**src/rtl/core/gfr_pkg.sv**
```systemverilog
// ----------------------------------------------------------------------------
// Glyph frame receiver package
// Types and constants shared by the receiver, its parser and its checker.
// ----------------------------------------------------------------------------
`timescale 1ns / 1ps
`default_nettype none

package gfr_pkg;

   localparam int BYTE_W = 8;
   localparam int LEN_W  = 17;

   // Result beat layout on tdata, lowest bit first.
   localparam int ECHO_LSB    = 0;
   localparam int OFFSET_LSB  = ECHO_LSB + BYTE_W;
   localparam int FRAME_LSB   = OFFSET_LSB + LEN_W;
   localparam int GLYPH_LSB   = FRAME_LSB + LEN_W;
   localparam int RSP_USED_W  = GLYPH_LSB + BYTE_W;
   localparam int RSP_TDATA_W = ((RSP_USED_W + 7) / 8) * 8;
   localparam int RSP_PAD_W   = RSP_TDATA_W - RSP_USED_W;

   localparam logic [BYTE_W-1:0] HDR_BYTE  = 8'hC9;
   localparam logic [BYTE_W-1:0] CMD_COUNT = 8'hCA;
   localparam logic [BYTE_W-1:0] CMD_SIZE  = 8'hCB;

   localparam logic [BYTE_W-1:0] SIZE_AUTO  = 8'd0;
   localparam logic [BYTE_W-1:0] SIZE_SMALL = 8'd1;
   localparam logic [BYTE_W-1:0] SIZE_MID   = 8'd2;
   localparam logic [BYTE_W-1:0] SIZE_LARGE = 8'd3;

   localparam logic [BYTE_W-1:0] SMALL_MIN_COUNT = 8'd11;
   localparam logic [BYTE_W-1:0] MID_MIN_COUNT   = 8'd3;

   typedef enum logic [2:0] {
      PH_IDLE  = 3'd0,
      PH_CMD   = 3'd1,
      PH_COUNT = 3'd2,
      PH_SIZE  = 3'd3,
      PH_DATA  = 3'd4
   } phase_type;

   typedef enum logic [1:0] {
      KIND_CTRL   = 2'd0,
      KIND_DATA   = 2'd1,
      KIND_LAST   = 2'd2,
      KIND_REJECT = 2'd3
   } kind_type;

   typedef struct packed {
      logic [BYTE_W-1:0] glyph_count;
      logic [LEN_W-1:0]  frame_bytes;
      logic [LEN_W-1:0]  payload_offset;
      logic [BYTE_W-1:0] echo_byte;
      kind_type          byte_kind;
   } rsp_type;

endpackage

`default_nettype wire

```
**src/rtl/core/glyph_frame_receiver.sv**
```systemverilog
// ----------------------------------------------------------------------------
// Glyph frame receiver
// Parses glyph frames from a received byte stream and echoes every byte.
// ----------------------------------------------------------------------------
// Each received byte yields exactly one result beat that echoes it and tells
// whether it was a control byte, a payload byte, the last payload byte or the
// count byte of a rejected frame, along with the payload offset, the frame
// length and the glyph count. A byte is taken in every cycle unless input is
// stalled. An accepted byte is held in the input register, is parsed out of
// it and lands in the result register once that register is free; its
// result beat is presented from there. The result register frees as its
// beat is taken, so input is stalled only while both registers hold beats
// and the result beat is not being taken. No clearing pass follows reset.
`timescale 1ns / 1ps
`default_nettype none

module glyph_frame_receiver (
   input  wire logic        clock,
   input  wire logic        reset,
   input  wire logic        req_tvalid,
   output logic             req_tready,
   input  wire logic [7:0]  req_tdata,   // [7:0] rx_byte
   output logic             rsp_tvalid,
   input  wire logic        rsp_tready,
   // [7:0] echo_byte, [24:8] payload_offset, [41:25] frame_bytes,
   // [49:42] glyph_count, [55:50] zero
   output logic [gfr_pkg::RSP_TDATA_W-1:0] rsp_tdata,
   output logic [1:0]       rsp_tuser    // [1:0] byte_kind
);

   import gfr_pkg::*;

   logic              in_valid_ff, in_valid_in;
   logic [BYTE_W-1:0] in_byte_ff;
   logic              out_valid_ff, out_valid_in;
   rsp_type           out_ff;
   rsp_type           result;
   logic              out_free;
   logic              advance;
   logic              accept;

   assign out_free   = !out_valid_ff || rsp_tready;
   assign advance    = in_valid_ff && out_free;
   assign req_tready = !in_valid_ff || advance;
   assign accept     = req_tvalid && req_tready;

   assign in_valid_in  = accept || (in_valid_ff && !advance);
   assign out_valid_in = advance || (out_valid_ff && !rsp_tready);

   gfr_parser u_parser (
      .clock   (clock),
      .reset   (reset),
      .step    (advance),
      .rx_byte (in_byte_ff),
      .result  (result)
   );

   always_ff @(posedge clock) begin
      if (reset) begin
         in_valid_ff  <= 1'b0;
         out_valid_ff <= 1'b0;
      end else begin
         in_valid_ff  <= in_valid_in;
         out_valid_ff <= out_valid_in;
      end
   end

   always_ff @(posedge clock) begin
      if (accept) begin
         in_byte_ff <= req_tdata;
      end
      if (advance) begin
         out_ff <= result;
      end
   end

   assign rsp_tvalid = out_valid_ff;
   assign rsp_tuser  = out_ff.byte_kind;
   assign rsp_tdata  = {{RSP_PAD_W{1'b0}}, out_ff.glyph_count, out_ff.frame_bytes,
                        out_ff.payload_offset, out_ff.echo_byte};

endmodule

`default_nettype wire

```
**src/rtl/core/gfr_parser.sv**
```systemverilog
// ----------------------------------------------------------------------------
// Glyph frame parser
// Frame state registers and the per-byte decode that turns one received
// byte into one result beat.
// ----------------------------------------------------------------------------
`timescale 1ns / 1ps
`default_nettype none

module gfr_parser (
   input  wire logic                   clock,
   input  wire logic                   reset,
   input  wire logic                   step,
   input  wire logic [gfr_pkg::BYTE_W-1:0] rx_byte,
   output gfr_pkg::rsp_type            result
);

   import gfr_pkg::*;

   phase_type          phase_ff, phase_in;
   logic [BYTE_W-1:0]  size_ff, size_in;
   logic [BYTE_W-1:0]  glyphs_ff, glyphs_in;
   logic [LEN_W-1:0]   total_ff, total_in;
   logic [LEN_W-1:0]   position_ff, position_in;

   logic [LEN_W-1:0]   position_inc;
   logic [LEN_W-1:0]   length_small;
   logic [LEN_W-1:0]   length_mid;
   logic [LEN_W-1:0]   length_large;
   logic [LEN_W-1:0]   length;
   logic               size_bad;
   logic               reject;
   logic               last;

   assign position_inc = position_ff + LEN_W'(1);
   assign last         = (position_inc >= total_ff);

   // Glyph sizes are powers of two, so the length is the count shifted.
   assign length_small = {{(LEN_W-BYTE_W-5){1'b0}}, rx_byte, 5'd0};
   assign length_mid   = {{(LEN_W-BYTE_W-7){1'b0}}, rx_byte, 7'd0};
   assign length_large = {rx_byte, 9'd0};

   always_comb begin
      size_bad = 1'b0;
      case (size_ff)
         SIZE_AUTO: begin
            if (rx_byte >= SMALL_MIN_COUNT) begin
               length = length_small;
            end else if (rx_byte >= MID_MIN_COUNT) begin
               length = length_mid;
            end else begin
               length = length_large;
            end
         end
         SIZE_SMALL: length = length_small;
         SIZE_MID:   length = length_mid;
         SIZE_LARGE: length = length_large;
         default: begin
            length   = '0;
            size_bad = 1'b1;
         end
      endcase
   end

   assign reject = (phase_ff == PH_COUNT) && ((rx_byte == '0) || size_bad);

   // Next phase.
   always_comb begin
      case (phase_ff)
         PH_IDLE:  phase_in = (rx_byte == HDR_BYTE) ? PH_CMD : PH_IDLE;
         PH_CMD: begin
            if (rx_byte == CMD_COUNT) begin
               phase_in = PH_COUNT;
            end else if (rx_byte == CMD_SIZE) begin
               phase_in = PH_SIZE;
            end else begin
               phase_in = PH_CMD;
            end
         end
         PH_COUNT: phase_in = reject ? PH_IDLE : PH_DATA;
         PH_SIZE:  phase_in = PH_CMD;
         PH_DATA:  phase_in = last ? PH_IDLE : PH_DATA;
         default:  phase_in = PH_CMD;
      endcase
   end

   // Frame registers and the result beat.
   always_comb begin
      size_in     = size_ff;
      glyphs_in   = glyphs_ff;
      total_in    = total_ff;
      position_in = position_ff;
      result.byte_kind      = KIND_CTRL;
      result.payload_offset = '0;
      case (phase_ff)
         PH_IDLE: begin
            size_in     = '0;
            glyphs_in   = '0;
            total_in    = '0;
            position_in = '0;
         end
         PH_COUNT: begin
            glyphs_in = rx_byte;
            if (reject) begin
               result.byte_kind = KIND_REJECT;
            end else begin
               total_in    = length;
               position_in = '0;
            end
         end
         PH_SIZE: size_in = rx_byte;
         PH_DATA: begin
            position_in           = position_inc;
            result.payload_offset = position_ff;
            result.byte_kind      = last ? KIND_LAST : KIND_DATA;
         end
         default: begin
         end
      endcase
      result.echo_byte   = rx_byte;
      result.frame_bytes = reject ? '0 : total_in;
      result.glyph_count = glyphs_in;
   end

   always_ff @(posedge clock) begin
      if (reset) begin
         phase_ff    <= PH_IDLE;
         size_ff     <= '0;
         glyphs_ff   <= '0;
         total_ff    <= '0;
         position_ff <= '0;
      end else if (step) begin
         phase_ff    <= phase_in;
         size_ff     <= size_in;
         glyphs_ff   <= glyphs_in;
         total_ff    <= total_in;
         position_ff <= position_in;
      end
   end

endmodule

`default_nettype wire

```
**config.mk**
```make
export PLATFORM = sky130hd
export DESIGN_NAME = glyph_frame_receiver
export DESIGN_NICKNAME = d
export VERILOG_FILES = /design/src/rtl/core/gfr_pkg.sv /design/src/rtl/core/glyph_frame_receiver.sv /design/src/rtl/core/gfr_parser.sv
export SDC_FILE = /design/constraint.sdc
export NUM_CORES = 1
export LEC_CHECK = 0
export ABC_AREA = 0
export BUFFER_PORTS_ARGS = -buffer_cell sky130_fd_sc_hd__buf_4
export CAP_MARGIN = 20
export CORE_AREA = 2 2 92 129
export DETAILED_ROUTE_END_ITERATION = 10
export DIE_AREA = 0 0 94 131
export PLACE_DENSITY = 0.78
export SYNTH_ARGS = -nofsm -noshare
export SYNTH_HDL_FRONTEND = slang
export SYNTH_SLANG_ARGS = --single-unit
```
**constraint.sdc**
```tcl
create_clock -name clock -period 2.8 [get_ports clock]
set_input_delay 0.28 -clock clock [delete_from_list [all_inputs] [get_ports clock]]
set_output_delay 0.28 -clock clock [all_outputs]
set_load 0.05 [all_outputs]
```
==> results of run 1 <==
==> cells by family after synthesis <==
group | after synthesis | share of synthesized area
adders and majority gates | 19 | 0.0432
DFF | 115 | 0.533
xor gates and xnor gates | 15 | 0.0241
and+or+nand+nor | 213 | 0.190
AOI/OAI and AO/OA | 122 | 0.159
buffers and inverters | 60 | 0.0492
other | 1 | 0.000689
==> worst max-delay path: stages (launching register included) <==
cell	delay, ps
dfxtp_1	380
ha_4	180
nand3_2	120
buf_4	190
nor2_1	120
nand3_1	150
xnor2_2	290
ha_4	260
a21oi_2	110
o21ai_0	80
a21oi_1	220
a21oi_2	110
o31ai_1	260
a32o_1	150
==> cells in the final DEF, fill, tap and decap left out, drive strengths merged, types with 6 or more instances in the layout <==
master | netlist | final
buf | 14 | 93
nor2 | 75 | 75
edfxtp | 60 | 60
nand2 | 57 | 57
dfxtp | 55 | 55
a21oi | 33 | 33
inv | 23 | 26
o21ai | 26 | 26
clkbuf | 23 | 25
and3 | 23 | 23
ha | 18 | 18
nor3 | 17 | 17
a22oi | 13 | 13
xnor2 | 11 | 11
nand3 | 10 | 10
conb | 1 | 6
and2 | 6 | 6
==> routing by layer <==
layer | vias up | track usage | part of all wire
met5 | - | 0 | 0
li1 | 2110 | - | -
met1 | 2125 | 0.231 | 0.36
met3 | 41 | 0.0556 | 0.053
met4 | 0 | 0.122 | 0.040
met2 | 182 | 0.415 | 0.54
==> final timing paths <==
path                                                           start                           endpoint  cells after the start
worst max-delay path            u_parser.position_ff[1]$_SDFFE_PP0P_  u_parser.phase_ff[2]$_SDFFE_PP0P_                     13
worst min-delay path                                    req_tdata[6]            in_byte_ff[6]$_DFFE_PP_                      1
worst max register to register  u_parser.position_ff[1]$_SDFFE_PP0P_  u_parser.phase_ff[2]$_SDFFE_PP0P_                     13
worst min register to register     u_parser.total_ff[7]$_SDFFE_PP0P_  u_parser.total_ff[7]$_SDFFE_PP0P_                      2
==> what timing repair did <==
item,CTS,global route
setup endpoints to repair,0,3
setup buffers,0,4
resized for setup,0,15
hold endpoints to repair,0,0
==> power by group <==
group          internal, W  switching (W)  leakage (nW)
registers          0.00182      0.0000191          1.00
logic            0.0000850       0.000240          1.42
clock network      0.00145       0.000766         0.311
==> registers in the layout (all words and copies together) (netlist names) <==
register and count:
in_byte_ff 8, in_valid_ff 1, rsp_tdata 50, rsp_tuser 2, rsp_tvalid 1, u_parser.glyphs_ff 8
u_parser.phase_ff 3, u_parser.position_ff 17, u_parser.size_ff 8, u_parser.total_ff 17
==> through the flow <==
step | total power (W) | setup TNS, ps | std cells | utilization | hold slack [ps]
2_1_floorplan | 0.00210 | 0 | 550 | - | 379
3_3_place_gp | 0.00219 | 0 | 746 | 0.546 | 443
3_5_place_dp | 0.00220 | 0 | 746 | 0.546 | 455
4_1_cts | 0.00440 | 0 | 778 | 0.602 | 27.6
5_1_grt | 0.00450 | -70.8 | 782 | 0.611 | 30.8
6_report | 0.00438 | 0 | 782 | 0.611 | 40.8
==> cell type report <==
type	instances	area, um2
fillers	910	4360
flip-flops and latches	115	2910
multi-input cells	375	2360
repair buffers	93	698
clock buffers	25	583
well taps	144	180
inverters	23	86.3
clock inverters	7	48.8
==> flow_summary_export.csv, run 1 <==
group,metric,value,unit
synthesis,ys_top_cells_by_count,"nor2_1, edfxtp_1, nand2_1, dfxtp_1, a21oi_1",
placed_design,dp_hpwl,9220,um
clock_network,cts_buffers,17,
worst_hold_path,hold_path.class,"in -> reg",
timing,fmax,375,MHz
critical_path,critPathRequiredTime,3160,ps
synthesis,ys_top_cells_by_area,"edfxtp_1, dfxtp_1, nor2_1",
layout,nets,655,
synthesis,ys_seq_elements,115,
critical_path,arrival,3020,ps
route,drt_pass1_iterations,5,
clock_network,cts_buffer_depth,2,
clock_network,h-tree-depth,4,
grt,grt_pass1_vias,4406,
route,routedWlPerCell,16.8,um
timing,fin_ws,134,ps
power_and_ir_drop,p_per_area,639,nW/um2
timing,period_share,0.952,
placed_design,io_buffer_count,65,
route,drcViolationCount,0,
timing,max_slew.worst_pin.slew,877,ps
synthesis,yosysMostFrequentCell,"nor2_1",
synthesis,synth_area_leader_cell,"edfxtp_1",
synthesis,seq_area_frac_synth,0.533,
power_and_ir_drop,max-vdd-ir-drop,0.432,mV
route,num_vias,4458,
layout,drive_gt1_frac,0.252,
route,routed_wl,13100,um
grt,grt.overflow.total,0,
layout,antenna_cells,0,
placed_design,preCtsSetupSlack,23.2,ps
route,drt_iter0_markers,350,
synthesis,yosysWarnings,0,
placed_design,gp_congestion,0.866,
grt,antenna_found_initial,0,
layout,fin_area,6860,um2
synthesis,yosysUniqueCellTypes,64,
power_and_ir_drop,leakagePower,2.73,nW
synthesis,synth_cells,545,
floorplanning,dieArea,12300,um2
timing,finClkSkew,6.28,ps
grt,globalRouteTotalUtil,0.225,
floorplanning,core,11200,um2
critical_path,path_max_fanout,4,
synthesis,synth_edf_count,60,
synthesis,synthArstFlopShare,0,
clock_network,cts_sinks,115,
floorplanning,start_util,0.485,
critical_path,crit_path_start_kind,"register",
synthesis,synth_area,5440,um2
clock_network,hold_buffers,0,
layout,area_delta_synth_final,26.0,%
clock_network,cts.clk_slew.worst_paths,60,ps
placed_design,dpl_cell_area,6130,um2
timing,finalCriticalPeriod,2670,ps
run,drv_cap,0,
synthesis,yosysTopAreaCellShare,0.331,
timing,slew_violations,0,
timing,slew_headroom,0.411,
critical_path,critPathCaptureType,"register",
clock_network,clock_latency,410,ps
grt,grt_max_degree,44,
timing,setup_viol,0,
clock_network,root_buffer,"clkbuf_16",
critical_path,r2r_setup_slack,130,ps
floorplanning,pin_count,72,
floorplanning,die_w,94,um
outcome,status,"complete, no violations",
route,vias_per_cell,5.70,
synthesis,ys.flop_type,"edfxtp_1",
synthesis,postSynthAreaPerCell,9.99,um2
timing,hold_viol_final,0,
clock_network,tritoncts,"done",
floorplanning,num_rows,46,
route,drtAntennaViolNets,0,
floorplanning,die_h,131,um
grt,grt_pass1_wl,21200,um
critical_path,worst-setup-path-type,"reg -> reg",
No activity file was read; power rests on OpenSTA's default activity.
==> inputs of run 2 (changes only) <==
ABC_AREA = 1   (was 0)
CORE_AREA = 2 2 94 133   (was 2 2 92 129)
DIE_AREA = 0 0 96 135   (was 0 0 94 131)
PLACE_DENSITY = 0.77   (was 0.78)
==> flow_summary_export.csv, run 2 <==
group,metric,value,unit
outcome,status,"complete, no violations",
timing,fmax,360,MHz
timing,finalCriticalPeriod,2780,ps
clock_network,cts_sinks,115,
critical_path,path_max_fanout,4,
power_and_ir_drop,max-vdd-ir-drop,0.459,mV
critical_path,critPathRequiredTime,3160,ps
critical_path,worst-setup-path-type,"reg -> reg",
synthesis,yosysWarnings,0,
layout,area_delta_synth_final,25.1,%
timing,setup_viol,0,
clock_network,cts_buffer_depth,2,
worst_hold_path,hold_path.class,"in -> reg",
synthesis,synthArstFlopShare,0,
synthesis,yosysUniqueCellTypes,39,
critical_path,crit_path_start_kind,"register",
synthesis,postSynthAreaPerCell,8.43,um2
layout,multi_input_area,2530,um2
synthesis,ys_top_cells_by_area,"edfxtp_1, dfxtp_1, nand2_1",
synthesis,synth_area,5770,um2
layout,final_cell_mix,"nand2_1, inv_1, buf_4",
floorplanning,pin_count,72,
power_and_ir_drop,leakagePower,3.08,nW
synthesis,ys.flop_type,"edfxtp_1",
clock_network,clock_latency,430,ps
route,drcViolationCount,0,
synthesis,ys_seq_elements,115,
timing,period_share,0.993,
route,drt_iter0_markers,347,
floorplanning,die_w,96,um
power_and_ir_drop,p_total,0.00453,W
grt,grt_pass1_vias,4803,
synthesis,yosysTopAreaCellShare,0.312,
layout,fillers,932,
synthesis,synth_area_leader_cell,"edfxtp_1",
grt,globalRouteTotalUtil,0.227,
clock_network,hold_buffers,0,
clock_network,tritoncts,"done",
route,num_vias,4959,
timing,slew_headroom,0.525,
critical_path,critPathCaptureType,"register",
floorplanning,core,11700,um2
floorplanning,dieArea,13000,um2
run,drv_cap,0,
grt,antenna_found_initial,0,
floorplanning,die_h,135,um
placed_design,io_buffer_count,65,
route,drt_pass1_iterations,6,
clock_network,root_buffer,"clkbuf_16",
timing,slew_violations,0,
route,drtAntennaViolNets,0,
grt,grt_max_degree,49,
clock_network,cts.clk_slew.worst_paths,60,ps
synthesis,seq_area_frac_synth,0.503,
floorplanning,num_rows,47,
timing,max_slew.worst_pin.slew,706,ps
layout,final_common_cell,"nand2_1",
power_and_ir_drop,p_per_area,627,nW/um2
synthesis,synth_cells,685,
route,routed_wl,14400,um
floorplanning,start_util,0.493,
synthesis,ys_top_cells_by_count,"nand2_1, inv_1, nor2_1, edfxtp_1, dfxtp_1",
grt,grt.overflow.total,0,
clock_network,h-tree-depth,4,
synthesis,yosysMostFrequentCell,"nand2_1",
timing,hold_viol_final,0,
layout,antenna_cells,0,
placed_design,gp_congestion,1.01,
layout,final_core_util,0.617,
synthesis,synth_edf_count,60,
grt,grt_pass1_wl,22200,um
layout,seq_area,2920,um2
placed_design,dp_hpwl,9730,um
timing,finClkSkew,8.17,ps
route,routedWlPerCell,15.7,um
critical_path,arrival,3140,ps
layout,drive_gt1_frac,0.235,
route,vias_per_cell,5.38,
clock_network,cts_buffers,17,
layout,largest_reg_flops,50,
layout,nets,792,
==> run 2: changes by cell type in the layout (fill, tap and decap cells not counted), sizes merged, moves of 15 or more <==
cell and change:
a21oi +23, nand2 +99, inv +87, buf -15
nand3 +30, and3 -23
==> run 2: repair_timing <==
action | 4_1_cts | 5_1_grt
buffers inserted | 3 | 5
resized for setup | 13 | 39
setup endpoints to repair | 3 | 3
pin swaps | 5 | 19
==> run 2: cell families after synthesis <==
logic type / after synthesis / share of synthesized area
xor gates and xnor gates: 12 / 0.0182
adders and majority gates: 18 / 0.0390
AOI/OAI and AO/OA: 103 / 0.112
and+or+nand+nor: 298 / 0.228
buffers and inverters: 138 / 0.0989
other: 1 / 0.000650
DFF: 115 / 0.503
==> run 2: layout make-up <==
type                       count  area share
clock buffer                  19      0.0613
inverter                     113      0.0587
clock inverter                13      0.0194
multi-input combinational    437       0.350
tap                          147      0.0255
timing repair buffer          78      0.0811
sequential                   115       0.404
==> run 2: layer usage <==
metal  routed length [um]  GRT usage  vias to the layer above
met3                  865     0.0552                       58
met1                 5170      0.228                     2304
met4                  748      0.144                        0
met2                 7660      0.406                      221
li1                     -          -                     2376
met5                    0          0                        -
==> run 2: power breakdown <==
group | switching, W | internal (W)
Clock | 0.000756 | 0.00140
Combinational | 0.000357 | 0.000131
Sequential | 0.0000404 | 0.00184
==> run 2: final timing paths <==
check        slack (ps)                            startpoint  depth (start not counted)                                 to
max                  20  u_parser.position_ff[7]$_SDFFE_PP0P_                         16  u_parser.phase_ff[2]$_SDFFE_PP0P_
min                  30                          req_tdata[5]                          1            in_byte_ff[5]$_DFFE_PP_
max reg2reg          20  u_parser.position_ff[7]$_SDFFE_PP0P_                         16  u_parser.phase_ff[2]$_SDFFE_PP0P_
min reg2reg         460     u_parser.total_ff[2]$_SDFFE_PP0P_                          2  u_parser.total_ff[2]$_SDFFE_PP0P_
==> run 2: per-stage QoR <==
step / setup slack (ps) / cell area (um2) / TNS (ps) / hold WS, ps / instances
after detailed placement: -208 / 6350 / -547 / 449 / 882
final: 18.7 / 7220 / 0 / 26.2 / 922
after global routing: -25.5 / 7220 / -25.5 / 30.3 / 922
after global placement: 15.6 / 6350 / 0 / 444 / 882
after floorplan: 291 / 5800 / 0 / 379 / 690
after CTS: 9.33 / 7020 / 0 / 21.1 / 917
==> run 2: worst max-delay path, cell delays in order, from the launching register on <==
cell and delay (ps):
dfxtp_1 400, inv_1 210, nor3_1 260, inv_1 80, nor2_2 160, buf_4 140, xor2_2 150, ha_1 290
nand2_4 90, inv_2 30, nand2_1 60, nand2_1 50, a21oi_1 140, nand4_1 210, o21bai_1 190, nand2_1 80
a21oi_2 150
